`src/rtl/b64e_pkg.sv`:
```
// ----------------------------------------------------------------------------
// b64e_pkg
// shared types, constants and the character table for the base64 encoder
// ----------------------------------------------------------------------------
package b64e_pkg;

    localparam int Q_DEPTH = 2;
    localparam int Q_PTR_W = (Q_DEPTH > 1) ? $clog2(Q_DEPTH) : 1;
    localparam int Q_CNT_W = $clog2(Q_DEPTH + 1);

    localparam logic [6:0] PAD_CHAR = 7'h3D;

    // number of real bytes in a finished group
    localparam logic [1:0] GRP_ONE   = 2'd1;
    localparam logic [1:0] GRP_TWO   = 2'd2;
    localparam logic [1:0] GRP_THREE = 2'd3;

    typedef struct packed {
        logic [23:0] triple;
        logic [1:0]  count;
        logic        last;
    } group_t;

    typedef struct packed {
        logic full;
        logic empty;
    } q_status_t;

    // standard alphabet: A-Z, a-z, 0-9, '+', '/'
    function automatic logic [6:0] sextet_char(input logic [5:0] v);
        logic [7:0] s;
        begin
            s = 8'd0;
            case (v) inside
                [6'd0:6'd25]:  s = 8'(v) + 8'd65;
                [6'd26:6'd51]: s = 8'(v) + 8'd71;
                [6'd52:6'd61]: s = 8'(v) - 8'd4;
                6'd62:         s = 8'd43;
                default:       s = 8'd47;
            endcase
            return s[6:0];
        end
    endfunction

endpackage

```
`src/rtl/b64e_front.sv`:
```
// ----------------------------------------------------------------------------
// b64e_front
// collects input bytes into groups of up to three and queues finished groups
// ----------------------------------------------------------------------------
module b64e_front
    import b64e_pkg::*;
(
    input  logic       clk,
    input  logic       rst_n,
    input  logic       byte_valid,
    output logic       byte_stall,
    input  logic [7:0] data_byte,
    input  logic       last_byte,
    input  logic       q_full,
    output logic       q_push,
    output group_t     q_data
);

    localparam logic [1:0] POS_EMPTY = 2'd0;
    localparam logic [1:0] POS_ONE   = 2'd1;
    localparam logic [1:0] POS_TWO   = 2'd2;

    logic [15:0] held_reg;
    logic [15:0] held_next;
    logic [1:0]  pos_reg;
    logic [1:0]  pos_next;
    logic        accept;

    assign byte_stall = q_full;
    assign accept     = byte_valid && !byte_stall;

    always_comb
    begin
        held_next     = held_reg;
        pos_next      = pos_reg;
        q_push        = 1'b0;
        q_data.triple = {held_reg, data_byte};
        q_data.count  = GRP_THREE;
        q_data.last   = last_byte;
        case (pos_reg)
            POS_ONE:
            begin
                q_data.triple = {held_reg[15:8], data_byte, 8'h00};
                q_data.count  = GRP_TWO;
                if (accept)
                begin
                    if (last_byte)
                    begin
                        q_push   = 1'b1;
                        pos_next = POS_EMPTY;
                    end
                    else
                    begin
                        held_next = {held_reg[15:8], data_byte};
                        pos_next  = POS_TWO;
                    end
                end
            end
            POS_TWO:
            begin
                if (accept)
                begin
                    q_push   = 1'b1;
                    pos_next = POS_EMPTY;
                end
            end
            default:
            begin
                // unused position behaves like an empty group
                q_data.triple = {data_byte, 16'h0000};
                q_data.count  = GRP_ONE;
                if (accept)
                begin
                    if (last_byte)
                    begin
                        q_push   = 1'b1;
                        pos_next = POS_EMPTY;
                    end
                    else
                    begin
                        held_next = {data_byte, 8'h00};
                        pos_next  = POS_ONE;
                    end
                end
            end
        endcase
    end

    always_ff @(posedge clk or negedge rst_n)
    begin
        if (!rst_n)
        begin
            held_reg <= 16'h0000;
            pos_reg  <= POS_EMPTY;
        end
        else
        begin
            held_reg <= held_next;
            pos_reg  <= pos_next;
        end
    end

    a_pos_range: assert property (@(posedge clk) disable iff (!rst_n)
        pos_reg != 2'd3)
        else $error("group position out of range");

    a_push_ends_group: assert property (@(posedge clk) disable iff (!rst_n)
        q_push |=> pos_reg == POS_EMPTY)
        else $error("group not closed after push");

    a_last_pushes: assert property (@(posedge clk) disable iff (!rst_n)
        accept && last_byte |-> q_push)
        else $error("final byte did not close a group");

endmodule

```
`src/rtl/b64e_queue.sv`:
```
// ----------------------------------------------------------------------------
// b64e_queue
// short queue of finished groups between the byte side and the char side
// ----------------------------------------------------------------------------
module b64e_queue
    import b64e_pkg::*;
(
    input  logic      clk,
    input  logic      rst_n,
    input  logic      push,
    input  group_t    wr_data,
    input  logic      pop,
    output group_t    rd_data,
    output q_status_t status
);

    group_t               mem [Q_DEPTH];
    logic [Q_PTR_W-1:0]   wr_ptr_reg;
    logic [Q_PTR_W-1:0]   rd_ptr_reg;
    logic [Q_CNT_W-1:0]   cnt_reg;
    logic [Q_CNT_W-1:0]   cnt_next;

    assign status.full  = cnt_reg == Q_CNT_W'(Q_DEPTH);
    assign status.empty = cnt_reg == '0;
    assign rd_data      = mem[rd_ptr_reg];

    always_comb
    begin
        cnt_next = cnt_reg;
        if (push && !pop)
            cnt_next = cnt_reg + 1'b1;
        else if (pop && !push)
            cnt_next = cnt_reg - 1'b1;
    end

    always_ff @(posedge clk)
    begin
        if (push)
            mem[wr_ptr_reg] <= wr_data;
    end

    always_ff @(posedge clk or negedge rst_n)
    begin
        if (!rst_n)
        begin
            wr_ptr_reg <= '0;
            rd_ptr_reg <= '0;
            cnt_reg    <= '0;
        end
        else
        begin
            if (push)
                wr_ptr_reg <= (wr_ptr_reg == Q_PTR_W'(Q_DEPTH - 1)) ? '0 : wr_ptr_reg + 1'b1;
            if (pop)
                rd_ptr_reg <= (rd_ptr_reg == Q_PTR_W'(Q_DEPTH - 1)) ? '0 : rd_ptr_reg + 1'b1;
            cnt_reg <= cnt_next;
        end
    end

    a_no_overflow: assert property (@(posedge clk) disable iff (!rst_n)
        push |-> !status.full)
        else $error("push into full queue");

    a_no_underflow: assert property (@(posedge clk) disable iff (!rst_n)
        pop |-> !status.empty)
        else $error("pop from empty queue");

    a_cnt_bound: assert property (@(posedge clk) disable iff (!rst_n)
        cnt_reg <= Q_CNT_W'(Q_DEPTH))
        else $error("queue count out of range");

endmodule

```
`src/rtl/b64e_back.sv`:
```
// ----------------------------------------------------------------------------
// b64e_back
// turns each queued group into four characters, one per cycle while char_stall is low
// ----------------------------------------------------------------------------
module b64e_back
    import b64e_pkg::*;
(
    input  logic       clk,
    input  logic       rst_n,
    input  group_t     q_data,
    input  q_status_t  q_status,
    output logic       q_pop,
    output logic       char_valid,
    input  logic       char_stall,
    output logic [6:0] out_char,
    output logic       last_char
);

    localparam logic [1:0] SLOT_HI   = 2'd0;
    localparam logic [1:0] SLOT_MID  = 2'd1;
    localparam logic [1:0] SLOT_LO   = 2'd2;
    localparam logic [1:0] SLOT_LAST = 2'd3;

    logic [1:0] slot_reg;
    logic       valid_reg;
    logic [6:0] char_reg;
    logic       last_reg;
    logic       load;
    logic [6:0] char_next;

    // output register refills whenever the queue holds a group and the register is empty or being taken
    assign load  = !q_status.empty && (!valid_reg || !char_stall);
    assign q_pop = load && (slot_reg == SLOT_LAST);

    always_comb
    begin
        case (slot_reg)
            SLOT_HI:
                char_next = sextet_char(q_data.triple[23:18]);
            SLOT_MID:
                char_next = sextet_char(q_data.triple[17:12]);
            SLOT_LO:
                char_next = (q_data.count == GRP_ONE) ? PAD_CHAR
                                                      : sextet_char(q_data.triple[11:6]);
            default:
                char_next = (q_data.count == GRP_THREE) ? sextet_char(q_data.triple[5:0])
                                                        : PAD_CHAR;
        endcase
    end

    always_ff @(posedge clk or negedge rst_n)
    begin
        if (!rst_n)
        begin
            slot_reg  <= SLOT_HI;
            valid_reg <= 1'b0;
        end
        else
        begin
            if (load)
            begin
                slot_reg  <= slot_reg + 1'b1;
                valid_reg <= 1'b1;
            end
            else if (!char_stall)
                valid_reg <= 1'b0;
        end
    end

    always_ff @(posedge clk)
    begin
        if (load)
        begin
            char_reg <= char_next;
            last_reg <= q_data.last && (slot_reg == SLOT_LAST);
        end
    end

    assign char_valid = valid_reg;
    assign out_char   = char_reg;
    assign last_char  = last_reg;

    a_pop_on_last_slot: assert property (@(posedge clk) disable iff (!rst_n)
        q_pop |=> slot_reg == SLOT_HI)
        else $error("slot not reset after group");

    a_load_has_data: assert property (@(posedge clk) disable iff (!rst_n)
        load |=> valid_reg)
        else $error("loaded char not presented");

    a_last_after_slot: assert property (@(posedge clk) disable iff (!rst_n)
        $rose(valid_reg) && last_reg |-> slot_reg == SLOT_HI)
        else $error("last char flag off its group end");

endmodule

```
`src/rtl/base64_stream_encoder.sv`:
```
// ----------------------------------------------------------------------------
// base64_stream_encoder
// byte stream in, standard base64 characters with padding out
// ----------------------------------------------------------------------------
//  channel  | signals                          | words
//  ---------+----------------------------------+------------------------------
//  byte in  | byte_valid byte_stall data_byte  | one raw byte, last_byte marks
//           | last_byte                        | the end of the message
//  char out | char_valid char_stall out_char   | one ascii char, last_char on
//           | last_char                        | the final char of a message
//
//  a byte is taken every cycle while the group queue has room; a group of
//  three bytes yields four chars, one per cycle from the char side while
//  char_stall is low. after its closing byte, a group is written into a
//  queue entry and its first char then into the output register. reset
//  clears group position, queue and output valid. byte_stall rises only
//  when both queue entries hold pending groups.
// ----------------------------------------------------------------------------
module base64_stream_encoder
    import b64e_pkg::*;
(
    input  logic       clk,
    input  logic       rst_n,
    input  logic       byte_valid,
    output logic       byte_stall,
    input  logic [7:0] data_byte,
    input  logic       last_byte,
    output logic       char_valid,
    input  logic       char_stall,
    output logic [6:0] out_char,
    output logic       last_char
);

    logic      q_push;
    logic      q_pop;
    group_t    q_wr_data;
    group_t    q_rd_data;
    q_status_t q_status;

    b64e_front u_front (
        .clk        (clk),
        .rst_n      (rst_n),
        .byte_valid (byte_valid),
        .byte_stall (byte_stall),
        .data_byte  (data_byte),
        .last_byte  (last_byte),
        .q_full     (q_status.full),
        .q_push     (q_push),
        .q_data     (q_wr_data)
    );

    b64e_queue u_queue (
        .clk     (clk),
        .rst_n   (rst_n),
        .push    (q_push),
        .wr_data (q_wr_data),
        .pop     (q_pop),
        .rd_data (q_rd_data),
        .status  (q_status)
    );

    b64e_back u_back (
        .clk        (clk),
        .rst_n      (rst_n),
        .q_data     (q_rd_data),
        .q_status   (q_status),
        .q_pop      (q_pop),
        .char_valid (char_valid),
        .char_stall (char_stall),
        .out_char   (out_char),
        .last_char  (last_char)
    );

endmodule
```
`config.mk`:
```
export PLATFORM = sky130hd
export DESIGN_NAME = base64_stream_encoder
export DESIGN_NICKNAME = d
export VERILOG_FILES = /design/src/rtl/b64e_pkg.sv /design/src/rtl/b64e_front.sv /design/src/rtl/b64e_queue.sv /design/src/rtl/b64e_back.sv /design/src/rtl/base64_stream_encoder.sv
export SDC_FILE = /design/constraint.sdc
export NUM_CORES = 1
export LEC_CHECK = 0
export BUFFER_PORTS_ARGS = -buffer_cell sky130_fd_sc_hd__buf_2
export CORE_ASPECT_RATIO = 1.25
export CORE_MARGIN = 10
export CORE_UTILIZATION = 55
export DETAILED_ROUTE_END_ITERATION = 8
export PLACE_DENSITY = 0.75
export SYNTH_ARGS = -nofsm -noshare
export SYNTH_HDL_FRONTEND = slang
export SYNTH_SLANG_ARGS = --single-unit
```
`constraint.sdc`:
```
create_clock -name clk -period 3.5 [get_ports clk]
set_input_delay 0.175 -clock clk [delete_from_list [all_inputs] [get_ports clk]]
set_output_delay 0.175 -clock clk [all_outputs]
set_load 0.05 [all_outputs]
```
Yosys cells after proc, flatten, opt, wreduce, memory -nomap -nowiden
Memories as Yosys holds them, arrays and structs flattened.
Index checks and enable logic that the tools add are counted.
Word-level totals
  register bits after elaboration: 33
  bits in latches: 0
  bits in writable memories: 54
  memory bits (read-only): 0
  output and inout bits: 10
  memories kept: 1
Operators by class
  $add $sub $neg: 17
  $mul: 0
  divide/modulo/power cells: 0
  order comparisons: 24
  equal/unequal tests: 13
  shifts and indexed selects: 0
  muxes and demuxes: 43
  bitwise operators: 3
  reductions and logical operators: 30
Memories
  u_queue.mem: depth 2, bits a word 27, rd ports 1, clocked after memory_dff 0, write ports 1, line b64e_queue.sv:17  | group_t mem [Q_DEPTH];
Operators with widths (count)
  two-way mux 7 bit: 14
  adder 6 x 7 -> 7 bit (second input constant): 8
  one-hot mux 26 bit (2 select lines): 1
  <= comparator 6 bit (second input constant): 8
  two-way mux 16 bit: 3
  one-hot mux 16 bit (2 select lines): 1
  subtractor 6 x 3 -> 7 bit (second input constant): 4
  == test 6 bit (second input constant): 4
  >= comparator 6 x 1 -> 1 bit (second input constant): 4
  >= comparator 6 x 5 -> 1 bit (second input constant): 4
  >= comparator 6 bit (second input constant): 4
  <= comparator 6 x 5 -> 1 bit (second input constant): 4
  one-hot mux 7 bit (3 select lines): 1
  logical AND 1 bit: 18
  two-way mux 2 bit: 6
  two-way mux 3 bit: 4
  two-way mux 1 bit: 11
  == test 2 bit (second input constant): 5
  two-way mux 8 bit: 1
  == test 2 x 1 -> 1 bit (second input constant): 3
  logical NOT 1 bit: 6
  adder 2 x 1 -> 2 bit (second input constant): 2
  logical NOT 2 bit: 2
  one-hot mux 2 bit (2 select lines): 1
  8 further kinds: 11

Logic depth before layout (Yosys ltp)
Gate-level depths: netlist of run 1.
  depth in word-level cells: 9
  depth in mapped cells: 15
  depth with buffers taken out: 10

Hierarchy
From an unflattened synthesis of run 1, not the netlist that was laid out.
Unflattened totals
  cell total of the unflattened synthesis: 575
  area total of the unflattened synthesis: 6029.5 um^2
By module, submodules not included
  b64e_back: times used 1, cells each 343, area each 2600.0 um^2
  b64e_queue: times used 1, cells each 100, area each 2234.6 um^2
  b64e_front: times used 1, cells each 132, area each 1194.9 um^2

Worst setup path before layout of run 1
OpenSTA, ideal clock, no wires.
  path kind: flip-flop to flip-flop
  start: register u_queue.rd_ptr_reg
  end: register u_back.char_reg[1], in the netlist u_back.out_char[1], data pin
  setup time: 0.272 ns
  arrival: 3.320 ns
  path slack: -0.092 ns
  stages on the path, launching flop included: 15
  period minus slack after synthesis: 3.592 ns
  path through: dfrtp_1 > buf_6 > buf_4 > buf_4 > buf_2 > mux2i_1 > inv_1 > ha_1 > a21boi_0 > o2bb2ai_1 > and3_1 > a21oi_2 > o22ai_2 > nor3_1 > or4_1
On the way
  longest elaborated chain between the ends: 8
  elaborated cells on any way between the ends: 66
Ends and longest elaborated chain
  from (decl): line b64e_queue.sv:19  | logic [Q_PTR_W-1:0] rd_ptr_reg;
  from (signal assigned): line b64e_queue.sv:55  | rd_ptr_reg <= (rd_ptr_reg == Q_PTR_W'(Q_DEPTH - 1)) ? '0 : rd_ptr_reg + 1'b1;
  memory (2 x 27 bit) *
  >= comparator 6 bit (not written as such), or another cell as far along: line b64e_back.sv:46  | char_next = (q_data.count == GRP_THREE) ? sextet_char(q_data.triple[5:0])
  logical AND 1 bit (on tied branches): line b64e_back.sv:46, b64e_back.sv:44
  two-way mux 7 bit (3 in series): line b64e_pkg.sv:34  | case (v) inside
  two-way mux 7 bit (on tied branches): line b64e_back.sv:46, b64e_back.sv:43
  one-hot mux 7 bit (3 select lines) *: line b64e_back.sv:37  | case (slot_reg)
  net u_back.char_next[1]: line b64e_back.sv:29  | logic [6:0] char_next;
  to (signal assigned): line b64e_back.sv:74  | char_reg <= char_next;
  to (decl): line b64e_back.sv:26  | logic [6:0] char_reg;
Mark *: on every way through the listed nets, which the timed path passes. The rest lies on a longest branch.
A chain may end at the register's enable or synchronous reset.

Final worst setup path of run 1
  start: register u_queue.rd_ptr_reg
  end: register u_back.char_reg[2], in the netlist u_back.out_char[2], data pin
On the way
  longest elaborated chain between the ends: 8
  elaborated cells on any way between the ends: 74
Ends and longest elaborated chain (line)
  memory (2 x 27 bit) *
  >= comparator 6 bit (not written as such), or another cell as far along: b64e_back.sv:46
  logical AND 1 bit (not written as such), or another cell as far along: b64e_back.sv:46
  two-way mux 7 bit (3 in series): b64e_pkg.sv:34
  two-way mux 7 bit (on tied branches): b64e_back.sv:46, b64e_back.sv:43
  one-hot mux 7 bit (3 select lines) *: b64e_back.sv:37
  net u_back.char_next[2]: b64e_back.sv:29
Marks and branches as above.

==> results of run 1 <==
-- worst min-delay path: stages --
cell and delay, ns:
buf_2 0.09, nand2_1 0.05, nand2_1 0.05
-- power by group through the flow --
| stage | Combinational, mW | Sequential, mW | Clock, mW |
|---|---|---|---|
| floorplan | 2.23 | 1.82 | 0 |
| global placement | 3.15 | 1.70 | 0 |
| detailed placement | 3.20 | 1.72 | 0 |
| CTS | 3.23 | 1.70 | 0.921 |
| global route | 3.62 | 1.74 | 0.961 |
| finish | 3.28 | 1.70 | 0.903 |
-- cell usage after synthesis, drive strengths merged, types with 8 or more instances --
library cell,count
nand3,15
edfxtp,62
buf,8
nor3,14
a31oi,11
nand2,99
o21ai,50
nor2,24
ha,49
dfrtp,25
a21oi,34
xnor2,15
inv,30
clkbuf,13
mux2i,23
and2,17
-- timing repair --
item                                    in CTS  in global routing
hold buffers                                 1                  0
resized for setup                            0                  4
endpoints found under the setup margin       0                  3
endpoints found under the hold margin       25                  0
-- cells in the final DEF (no fill, tap or decap), types with 5 or more instances in the layout --
| cell type | n |
|---|---|
| nand2_1 | 99 |
| nand3_1 | 14 |
| dfrtp_1 | 24 |
| inv_1 | 30 |
| o21ai_0 | 48 |
| clkbuf_16 | 9 |
| xor2_1 | 6 |
| mux2i_1 | 20 |
| a31oi_1 | 11 |
| buf_4 | 22 |
| o31ai_1 | 5 |
| and2_1 | 17 |
| nor2b_1 | 7 |
| and3_1 | 5 |
| xnor2_1 | 15 |
| a21oi_1 | 33 |
| mux2_2 | 6 |
| buf_2 | 22 |
| nor3_1 | 12 |
| edfxtp_1 | 62 |
| nor2_1 | 24 |
| ha_1 | 48 |
-- per-stage QoR --
stage | hold WS, ns | cells | power (mW)
global placement | 0.191 | 757 | 4.85
CTS | 0.0572 | 774 | 5.84
global route | 0.0722 | 774 | 6.32
floorplan | -0.121 | 601 | 4.05
finish | 0.0661 | 774 | 5.89
detailed placement | 0.203 | 757 | 4.92
-- layout make-up --
class	count	area [um2]
flip-flops and latches	87	2490
inverters	31	116
repair buffers	46	305
multi-input cells	462	3160
well taps	132	165
clock buffers	10	229
clock inverters	6	51.3
fillers	877	3990
-- layer usage --
layer,vias up,share of wire (%),global-route usage [%]
met5,-,0,0
li1,2257,-,-
met3,35,4.1,3.32
met4,0,3.4,8.12
met1,2217,45,23.2
met2,151,48,32.0
-- cells by family (layout without fill, tap and decap cells) --
| kind of cell | after synthesis | in the layout | synth area share [%] |
|---|---|---|---|
| fa+ha+maj | 49 | 49 | 10.5 |
| xor+xnor | 21 | 21 | 3.15 |
| simple gates | 209 | 209 | 17.4 |
| flops | 87 | 87 | 42.6 |
| compound gates | 154 | 154 | 17.4 |
| mux | 29 | 29 | 5.22 |
| buf+inv | 52 | 93 | 3.79 |
-- worst max path at each step --
stage	slack (ns)	to	startpoint	depth (start not counted)
floorplan	0.01	u_back.out_char[1]$_DFFE_PP_	u_queue.rd_ptr_reg$_DFFE_PN0P_	14
global placement	0.26	u_back.out_char[1]$_DFFE_PP_	u_queue.rd_ptr_reg$_DFFE_PN0P_	10
detailed placement	0.15	u_back.out_char[1]$_DFFE_PP_	u_queue.rd_ptr_reg$_DFFE_PN0P_	10
CTS	0.14	u_back.out_char[1]$_DFFE_PP_	u_queue.rd_ptr_reg$_DFFE_PN0P_	10
global route	0.01	u_back.out_char[2]$_DFFE_PP_	u_queue.rd_ptr_reg$_DFFE_PN0P_	10
finish	0.17	u_back.out_char[2]$_DFFE_PP_	u_queue.rd_ptr_reg$_DFFE_PN0P_	11
==> flow_summary_export.csv, run 1 <==
group,metric,value,unit
timing,min_period_over_period,95.1,%
detailed_routing,drc,0,
grt,antenna_found_initial,0,
timing,slew_violations,0,
detailed_routing,detail_route.wirelength,14200,um
critical_path,path_cells,"buf_12 -> mux2i_1 -> inv_1 -> ha_1 -> nor3b_1 -> o21ai_0 -> and2_1 -> nand2_1 -> nor2_1 -> o311ai_0 -> a32oi_1",
critical_path,critPathBufInv,2,
clock_network,cts.clk_slew.worst_paths,0.07,ns
clock_network,clock-sinks,87,
critical_path,reg2reg_slack,0.17,ns
die,start_util,55.6,%
critical_path,rr_endpoint,"u_back.out_char[2]$_DFFE_PP_",
detailed_routing,via_per_inst,6.02,
detailed_routing,wl_per_cell,18.3,um
die,core_area,10500,um2
synthesis,synth_area_leaders,"edfxtp_1 32%, dfrtp_1 11%, ha_1 10%, nand2_1 6.4%, o21ai_0 4.1%",
synthesis,postSynthCellCount,601,
synthesis,avgSynthCellArea,9.72,um2
worst_hold_path,min-delay-start,"char_stall",
worst_hold_path,hold-path-cell-count,3,
critical_path,cp_max_fo,24,
synthesis,synth_edf_count,62,
die,rows,42,
die,dieArea,15200,um2
clock_network,worst_skew_pair.late_latency,0.34,ns
synthesis,yosys.area.top_type_share,31.9,%
timing,fmax,301,MHz
final_layout,utilization,62.0,%
synthesis,post_synth_num_cell_types,77,
detailed_routing,ant_nets,0,
critical_path,worstPathRequired,3.57,ns
critical_path,cpMaxStageDelayCell,"dfrtp_4",
job,drv_cap,0,
placement,postPlaceCellArea,6210,um2
synthesis,synthArstFlopShare,28.7,%
power,p_leak,2.64,nW
clock_network,cts_buffers,9,
detailed_routing,drtPass1Iterations,5,
critical_path,critPathKind,"register to register",
final_layout,final_area,6520,um2
critical_path,max_stage_delay,0.63,ns
final_layout,fin_nets,699,
critical_path,critPathCaptureType,"register",
synthesis,syn-cell-area,5840,um2
clock_network,clockBufferDepth,2,
critical_path,crit_family,"compound AO/OA/AOI/OAI gates",
power,combPwrFrac,55.7,%
power,switching_share,45.4,%
timing,final_hold_viol_count,0,
worst_hold_path,whs_endpoint,"u_back.char_valid$_DFFE_PN0P_",
clock_network,ctsRootBufferMaster,"clkbuf_16",
timing,rsz0062_at_grt,"false",
final_layout,largest_reg_flops,54,
grt,grt_pass1_vias,4710,
final_layout,drive_gt1_share,13.7,%
power,p_seq_share,28.9,%
timing,slew_headroom,52.1,%
critical_path,cp-start-kind,"register",
power,p_per_area,903,nW/um2
placement,routabilityCongestion,1.04,
placement,io_buffers,22,
power,power_frac_clock,15.3,%
grt,grt_max_degree,28,
synthesis,ys_ff_latch,87,
grt,grt-ovfl-total,0,
synthesis,syn-num-nets,663,
die,ios,23,
placement,pre_cts_ws,0.153,ns
detailed_routing,drt-initial-drc-count,317,
grt,grt_pass1_wl,23700,um
synthesis,synth_top_area_cell,"edfxtp_1",
timing,tns,0,ns
clock_network,htreeDepth,3,
power,p_int,3.22,mW
grt,grt_usage,18.9,%
power,ir_drop,0.688,mV
final_layout,area_growth,11.6,%
detailed_routing,vias,4660,
synthesis,synth_top_flop_cell,"edfxtp_1",
critical_path,cp.arrival,3.40,ns
timing,tightest_slew,0.718,ns
timing,worst_slack,0.173,ns
synthesis,ys_seq_area_share,42.6,%
clock_network,cts_setup_buffers,0,
timing,period_needed,3.33,ns
worst_hold_path,min_path_type,"input port to register",
critical_path,rr_startpoint,"u_queue.rd_ptr_reg$_DFFE_PN0P_",
timing,fin_worst_skew,0.00528,ns
die,die_x,112,um
power,switching_power,2.67,mW
synthesis,yosys_warnings,0,
critical_path,reg2reg_depth,11,
clock_network,cts_tree,"done",
die,die_y,135,um
placement,dpl.hpwl,10900,um
outcome,status,"complete, no violations",
timing,setup_viol,0,
final_layout,antenna_cells,0,
(Power assumes the default switching activity.)
==> inputs of run 2 (changes only) <==
--- a/config.mk
+++ b/config.mk
@@ -8,9 +8,10 @@
 export BUFFER_PORTS_ARGS = -buffer_cell sky130_fd_sc_hd__buf_2
 export CORE_ASPECT_RATIO = 1.25
 export CORE_MARGIN = 10
-export CORE_UTILIZATION = 55
+export CORE_UTILIZATION = 57
+export CTS_CLUSTER_DIAMETER = 120
 export DETAILED_ROUTE_END_ITERATION = 8
-export PLACE_DENSITY = 0.75
+export PLACE_DENSITY = 0.77
 export SYNTH_ARGS = -nofsm -noshare
 export SYNTH_HDL_FRONTEND = slang
 export SYNTH_SLANG_ARGS = --single-unit
==> constraint.sdc (replaced) <==
create_clock -name clk -period 2.9 [get_ports clk]
set_input_delay 0.145 -clock clk [delete_from_list [all_inputs] [get_ports clk]]
set_output_delay 0.145 -clock clk [all_outputs]
set_load 0.05 [all_outputs]
==> flow_summary_export.csv, run 2 (synthesized netlist as in run 1, its figures left out) <==
group,metric,value,unit
clock_network,cts_tree,"done",
final_layout,fin_nets,756,
power,p_per_area,1120,nW/um2
outcome,status,"finished, violations left",
timing,setup_viol,1,
timing,slew_violations,0,
detailed_routing,via_per_inst,5.90,
placement,pre_cts_ws,-0.0373,ns
final_layout,drive_gt1_share,25.3,%
grt,antenna_found_initial,0,
final_layout,antenna_cells,0,
detailed_routing,wl_per_cell,18.4,um
die,start_util,58.1,%
detailed_routing,drtPass1Iterations,5,
final_layout,n_fill_cell,750,
timing,period_needed,2.91,ns
final_layout,final_cell_mix,"99 x nand2_1, 74 x buf_4, 62 x edfxtp_1",
timing,fin_worst_skew,0.00744,ns
timing,rsz0062_at_grt,"true",
detailed_routing,detail_route.wirelength,15200,um
placement,routabilityCongestion,0.941,
outcome,violations,"setup timing",
clock_network,cts_buffers,9,
detailed_routing,drt-initial-drc-count,282,
die,core_area,10100,um2
timing,tightest_slew,0.559,ns
timing,tns,-0.0117,ns
critical_path,cpMaxStageDelayCell,"or4_1",
critical_path,critPathCaptureType,"register",
timing,holdWs,0.0220,ns
power,total_power,8.05,mW
clock_network,ctsRootBufferMaster,"clkbuf_16",
grt,grt-ovfl-total,0,
timing,worst_slack,-0.0117,ns
worst_hold_path,min_path_type,"input port to register",
final_layout,final_common_cell,"nand2_1",
die,dieArea,14700,um2
power,p_leak,2.94,nW
clock_network,worst_skew_pair.late_latency,0.34,ns
clock_network,cts.clk_slew.worst_paths,0.06,ns
detailed_routing,drc,0,
clock_network,htreeDepth,3,
grt,grt_pass1_wl,24000,um
power,ir_drop,0.783,mV
critical_path,path_cells,"buf_12 -> mux2i_2 -> inv_1 -> ha_1 -> nor2b_1 -> o21ai_0 -> o21ai_1 -> buf_4 -> o21ai_0 -> a311oi_1 -> or4_1",
timing,min_period_over_period,100,%
critical_path,crit_top_cell,"o21ai_0",
grt,grt_usage,19.7,%
critical_path,cp-start-kind,"register",
timing,final_hold_viol_count,0,
die,ios,23,
timing,fmax,343,MHz
detailed_routing,vias,4884,
job,drv_cap,0,
die,rows,41,
critical_path,max_stage_delay,0.48,ns
final_layout,area_growth,23.2,%
timing,slew_headroom,62.3,%
detailed_routing,ant_nets,0,
critical_path,worstPathRequired,2.98,ns
critical_path,cp.arrival,2.99,ns
die,die_x,111,um
critical_path,critPathKind,"register to register",
critical_path,cp_max_fo,13,
clock_network,clock-sinks,87,
grt,grt_pass1_vias,4861,
clock_network,clockBufferDepth,2,
die,die_y,133,um
placement,dpl.hpwl,11300,um
placement,io_buffers,22,
grt,grt_max_degree,28,
final_layout,largest_reg_flops,54,
==> run 2: changes by cell type in the layout (fill, tap and decap cells not counted), moves of 4 or more <==
cell and delta:
inv_2 +6, inv_1 -6, o21ai_1 +4, ha_2 +4, o21ai_0 -4, ha_1 -5, buf_6 +4, mux2i_4 +10
mux2i_1 -11, buf_4 +52
==> run 2: final cells by class <==
type,instances,area (um2),area share [%]
well taps,129,161,2.24
repair buffers,103,756,10.5
multi-input cells,462,3370,46.8
clock inverters,6,78.8,1.09
flip-flops and latches,87,2490,34.6
clock buffers,10,229,3.18
inverters,31,116,1.62
==> run 2: per-layer routing <==
metal / GRT usage (%) / wire length [um] / vias up
met5: 0 / 0 / -
met4: 9.86 / 539 / 0
met3: 2.83 / 715 / 36
met2: 33.9 / 7630 / 173
met1: 23.3 / 6350 / 2313
li1: - / - / 2362
==> run 2: through the flow <==
stage	instance area, um2	std cells	utilization (%)
final	7200	828	71.6
after global routing	7200	828	71.6
after CTS	6930	816	69.0
after detailed placement	6570	794	65.3
after global placement	6570	794	65.3
after floorplan	5930	601	-
==> run 2: path summary, 6_finish.rpt <==
kind	start	to	slack [ns]	cells past startpoint
worst min register to register	u_front.held_reg[13]$_DFFE_PN0P_	u_front.held_reg[13]$_DFFE_PN0P_	0.49	2
worst max-delay path	u_queue.rd_ptr_reg$_DFFE_PN0P_	u_back.out_char[1]$_DFFE_PP_	-0.01	11
min in group asynchronous	rst_n	u_front.held_reg[1]$_DFFE_PN0P_	0.32	2
worst max register to register	u_queue.rd_ptr_reg$_DFFE_PN0P_	u_back.out_char[1]$_DFFE_PP_	-0.01	11
worst min-delay path	char_stall	u_back.char_valid$_DFFE_PN0P_	0.02	3
max in group asynchronous	rst_n	u_queue.rd_ptr_reg$_DFFE_PN0P_	2.17	2
==> run 2: what timing repair did <==
| item | in CTS | in global routing |
|---|---|---|
| buffers inserted | 5 | 12 |
| endpoints found under the hold margin | 25 | 0 |
| cloned | 0 | 0 |
| hold buffers | 1 | 0 |
| pin swaps | 1 | 6 |
| gates resized for setup | 3 | 45 |
| setup endpoints to repair | 5 | 7 |
==> run 2: worst max-delay path: cells and delay by family (launching register included) <==
| family | cells | cell delay (ns) |
|---|---|---|
| multiplexers | 1 | 0.27 |
| AO/OA/AOI/OAI | 4 | 0.54 |
| adder cells (fa/ha/maj) | 1 | 0.24 |
| buffers and inverters | 3 | 0.51 |
| AND/OR/NAND/NOR | 2 | 0.63 |
| flip-flops | 1 | 0.45 |
==> run 2: power breakdown <==
part | switching [mW] | internal [mW] | total, mW | leakage (nW)
clock | 0.503 | 0.686 | 1.19 | 0.151
combinational | 2.77 | 2.06 | 4.83 | 1.89
sequential | 0.225 | 1.80 | 2.03 | 0.899
==> inputs of run 3 (changes only) <==
--- a/config.mk
+++ b/config.mk
@@ -12,6 +12,7 @@
 export CTS_CLUSTER_DIAMETER = 120
 export DETAILED_ROUTE_END_ITERATION = 8
 export PLACE_DENSITY = 0.77
+export RECOVER_POWER = 50
 export SYNTH_ARGS = -nofsm -noshare
 export SYNTH_HDL_FRONTEND = slang
 export SYNTH_SLANG_ARGS = --single-unit
==> flow_summary_export.csv, run 3 (synthesized netlist as in run 1, its figures left out) <==
group,metric,value,unit
outcome,status,"complete, no violations",
final_layout,final_cells,828,
grt,grt_pass1_vias,4861,
timing,fin_worst_skew,0.00732,ns
critical_path,rr_endpoint,"u_back.out_char[1]$_DFFE_PP_",
die,start_util,58.1,%
critical_path,max_stage_delay,0.48,ns
placement,io_buffers,22,
grt,grt_max_degree,28,
critical_path,critPathCaptureType,"register",
timing,final_hold_viol_count,0,
worst_hold_path,whs_endpoint,"u_back.char_valid$_DFFE_PN0P_",
clock_network,cts_buffers,9,
detailed_routing,wl_per_cell,18.4,um
critical_path,worstPathRequired,2.98,ns
worst_hold_path,min-delay-start,"char_stall",
die,ios,23,
detailed_routing,drt-initial-drc-count,280,
job,drv_cap,0,
clock_network,worst_skew_pair.late_latency,0.34,ns
die,dieArea,14700,um2
clock_network,ctsRootBufferMaster,"clkbuf_16",
critical_path,reg2reg_slack,0.01,ns
timing,slew_violations,0,
detailed_routing,drtPass1Iterations,5,
timing,min_period_over_period,99.5,%
critical_path,cpMaxStageDelayCell,"or4_1",
timing,slew_headroom,9.84,%
final_layout,antenna_cells,0,
timing,period_needed,2.89,ns
die,die_y,133,um
timing,fmax,347,MHz
timing,tns,0,ns
critical_path,critPathBufInv,3,
clock_network,clockBufferDepth,2,
critical_path,crit_family,"simple AND/OR/NAND/NOR gates",
final_layout,fin_nets,756,
detailed_routing,ant_nets,0,
power,p_leak,2.91,nW
die,core_area,10100,um2
grt,grt-ovfl-total,0,
worst_hold_path,min_path_type,"input port to register",
critical_path,critPathKind,"register to register",
clock_network,clock-sinks,87,
placement,pre_cts_ws,-0.0373,ns
power,ir_drop,0.782,mV
final_layout,area_growth,23.0,%
timing,holdWs,0.0222,ns
detailed_routing,via_per_inst,5.90,
critical_path,crit_top_cell,"o21ai_0",
critical_path,cp-start-kind,"register",
critical_path,reg2reg_depth,11,
timing,worst_slack,0.0146,ns
critical_path,cp_max_fo,13,
placement,routabilityCongestion,0.941,
final_layout,largest_reg_flops,54,
critical_path,cp.arrival,2.96,ns
detailed_routing,vias,4882,
die,rows,41,
final_layout,final_common_cell,"nand2_1",
power,p_per_area,1120,nW/um2
grt,grt_pass1_wl,24000,um
clock_network,htreeDepth,3,
die,die_x,111,um
timing,tightest_slew,1.35,ns
clock_network,cts_tree,"done",
placement,dp_cells,794,
clock_network,cts.clk_slew.worst_paths,0.06,ns
placement,dpl.hpwl,11300,um
worst_hold_path,hold-path-cell-count,3,
critical_path,rr_startpoint,"u_queue.rd_ptr_reg$_DFFE_PN0P_",
timing,setup_viol,0,
detailed_routing,detail_route.wirelength,15200,um
critical_path,path_cells,"buf_12 -> mux2i_2 -> inv_1 -> ha_1 -> nor2b_1 -> o21ai_0 -> o21ai_1 -> buf_4 -> o21ai_0 -> a311oi_1 -> or4_1",
detailed_routing,drc,0,
grt,grt_usage,19.7,%
final_layout,drive_gt1_share,23.7,%
final_layout,final_cell_mix,"99 x nand2_1, 74 x buf_4, 62 x edfxtp_1",
final_layout,utilization,71.5,%
grt,antenna_found_initial,0,
timing,rsz0062_at_grt,"true",
[run 3: cell types whose count changed in the layout (fill, tap and decap cells not counted), sizes merged]
cell	before	now
clkbuf	10	21
buf	102	91
[run 3: timing repair]
item / in CTS / in global routing
hold buffers: 1 / 0
endpoints found under the setup margin: 5 / 7
resized for setup: 3 / 45
pin swaps: 1 / 6
setup buffers: 5 / 12
hold endpoints to repair: 25 / 0
[run 3: layer usage]
| metal | routed length (um) | GRT usage (%) | vias up |
|---|---|---|---|
| met5 | 0 | 0 | - |
| met4 | 539 | 9.86 | 0 |
| met3 | 711 | 2.83 | 36 |
| met2 | 7620 | 33.9 | 172 |
| met1 | 6360 | 23.3 | 2312 |
| li1 | - | - | 2362 |
[run 3: power breakdown]
group	internal (mW)	switching (mW)	leakage (nW)	total (mW)
combinational	2.04	2.77	1.86	4.82
sequential	1.80	0.227	0.899	2.03
clock	0.686	0.503	0.151	1.19
total	4.53	3.50	2.91	8.04
[run 3: final cells by class]
type / count / area [um2]
multi-input combinational: 462 / 3370
fill: 757 / 2870
sequential: 87 / 2490
timing repair buffer: 103 / 742
clock buffer: 10 / 229
tap: 129 / 161
inverter: 31 / 116
clock inverter: 6 / 78.8
[run 3: worst max path at each step]
stage | from | end | slack, ns | cells past startpoint
floorplan | u_queue.rd_ptr_reg$_DFFE_PN0P_ | u_back.out_char[1]$_DFFE_PP_ | -0.30 | 12
global placement | u_queue.rd_ptr_reg$_DFFE_PN0P_ | u_back.out_char[2]$_DFFE_PP_ | 0.007 | 12
detailed placement | u_queue.rd_ptr_reg$_DFFE_PN0P_ | u_back.out_char[1]$_DFFE_PP_ | -0.04 | 10
CTS | u_queue.rd_ptr_reg$_DFFE_PN0P_ | u_back.out_char[2]$_DFFE_PP_ | 0.01 | 11
global route | u_queue.rd_ptr_reg$_DFFE_PN0P_ | u_back.out_char[1]$_DFFE_PP_ | -0.12 | 11
finish | u_queue.rd_ptr_reg$_DFFE_PN0P_ | u_back.out_char[1]$_DFFE_PP_ | 0.01 | 11
[run 3: through the flow]
stage               cell area, um2  total power [mW]
finish                        7190              8.04
global route                  7190              8.54
CTS                           6930              7.65
detailed placement            6570              6.37
global placement              6570              6.30
floorplan                     5930              5.00
[run 3: worst min-delay path: stages]
cell,delay (ns)
buf_2,0.09
nand2_1,0.05
nand2_1,0.05
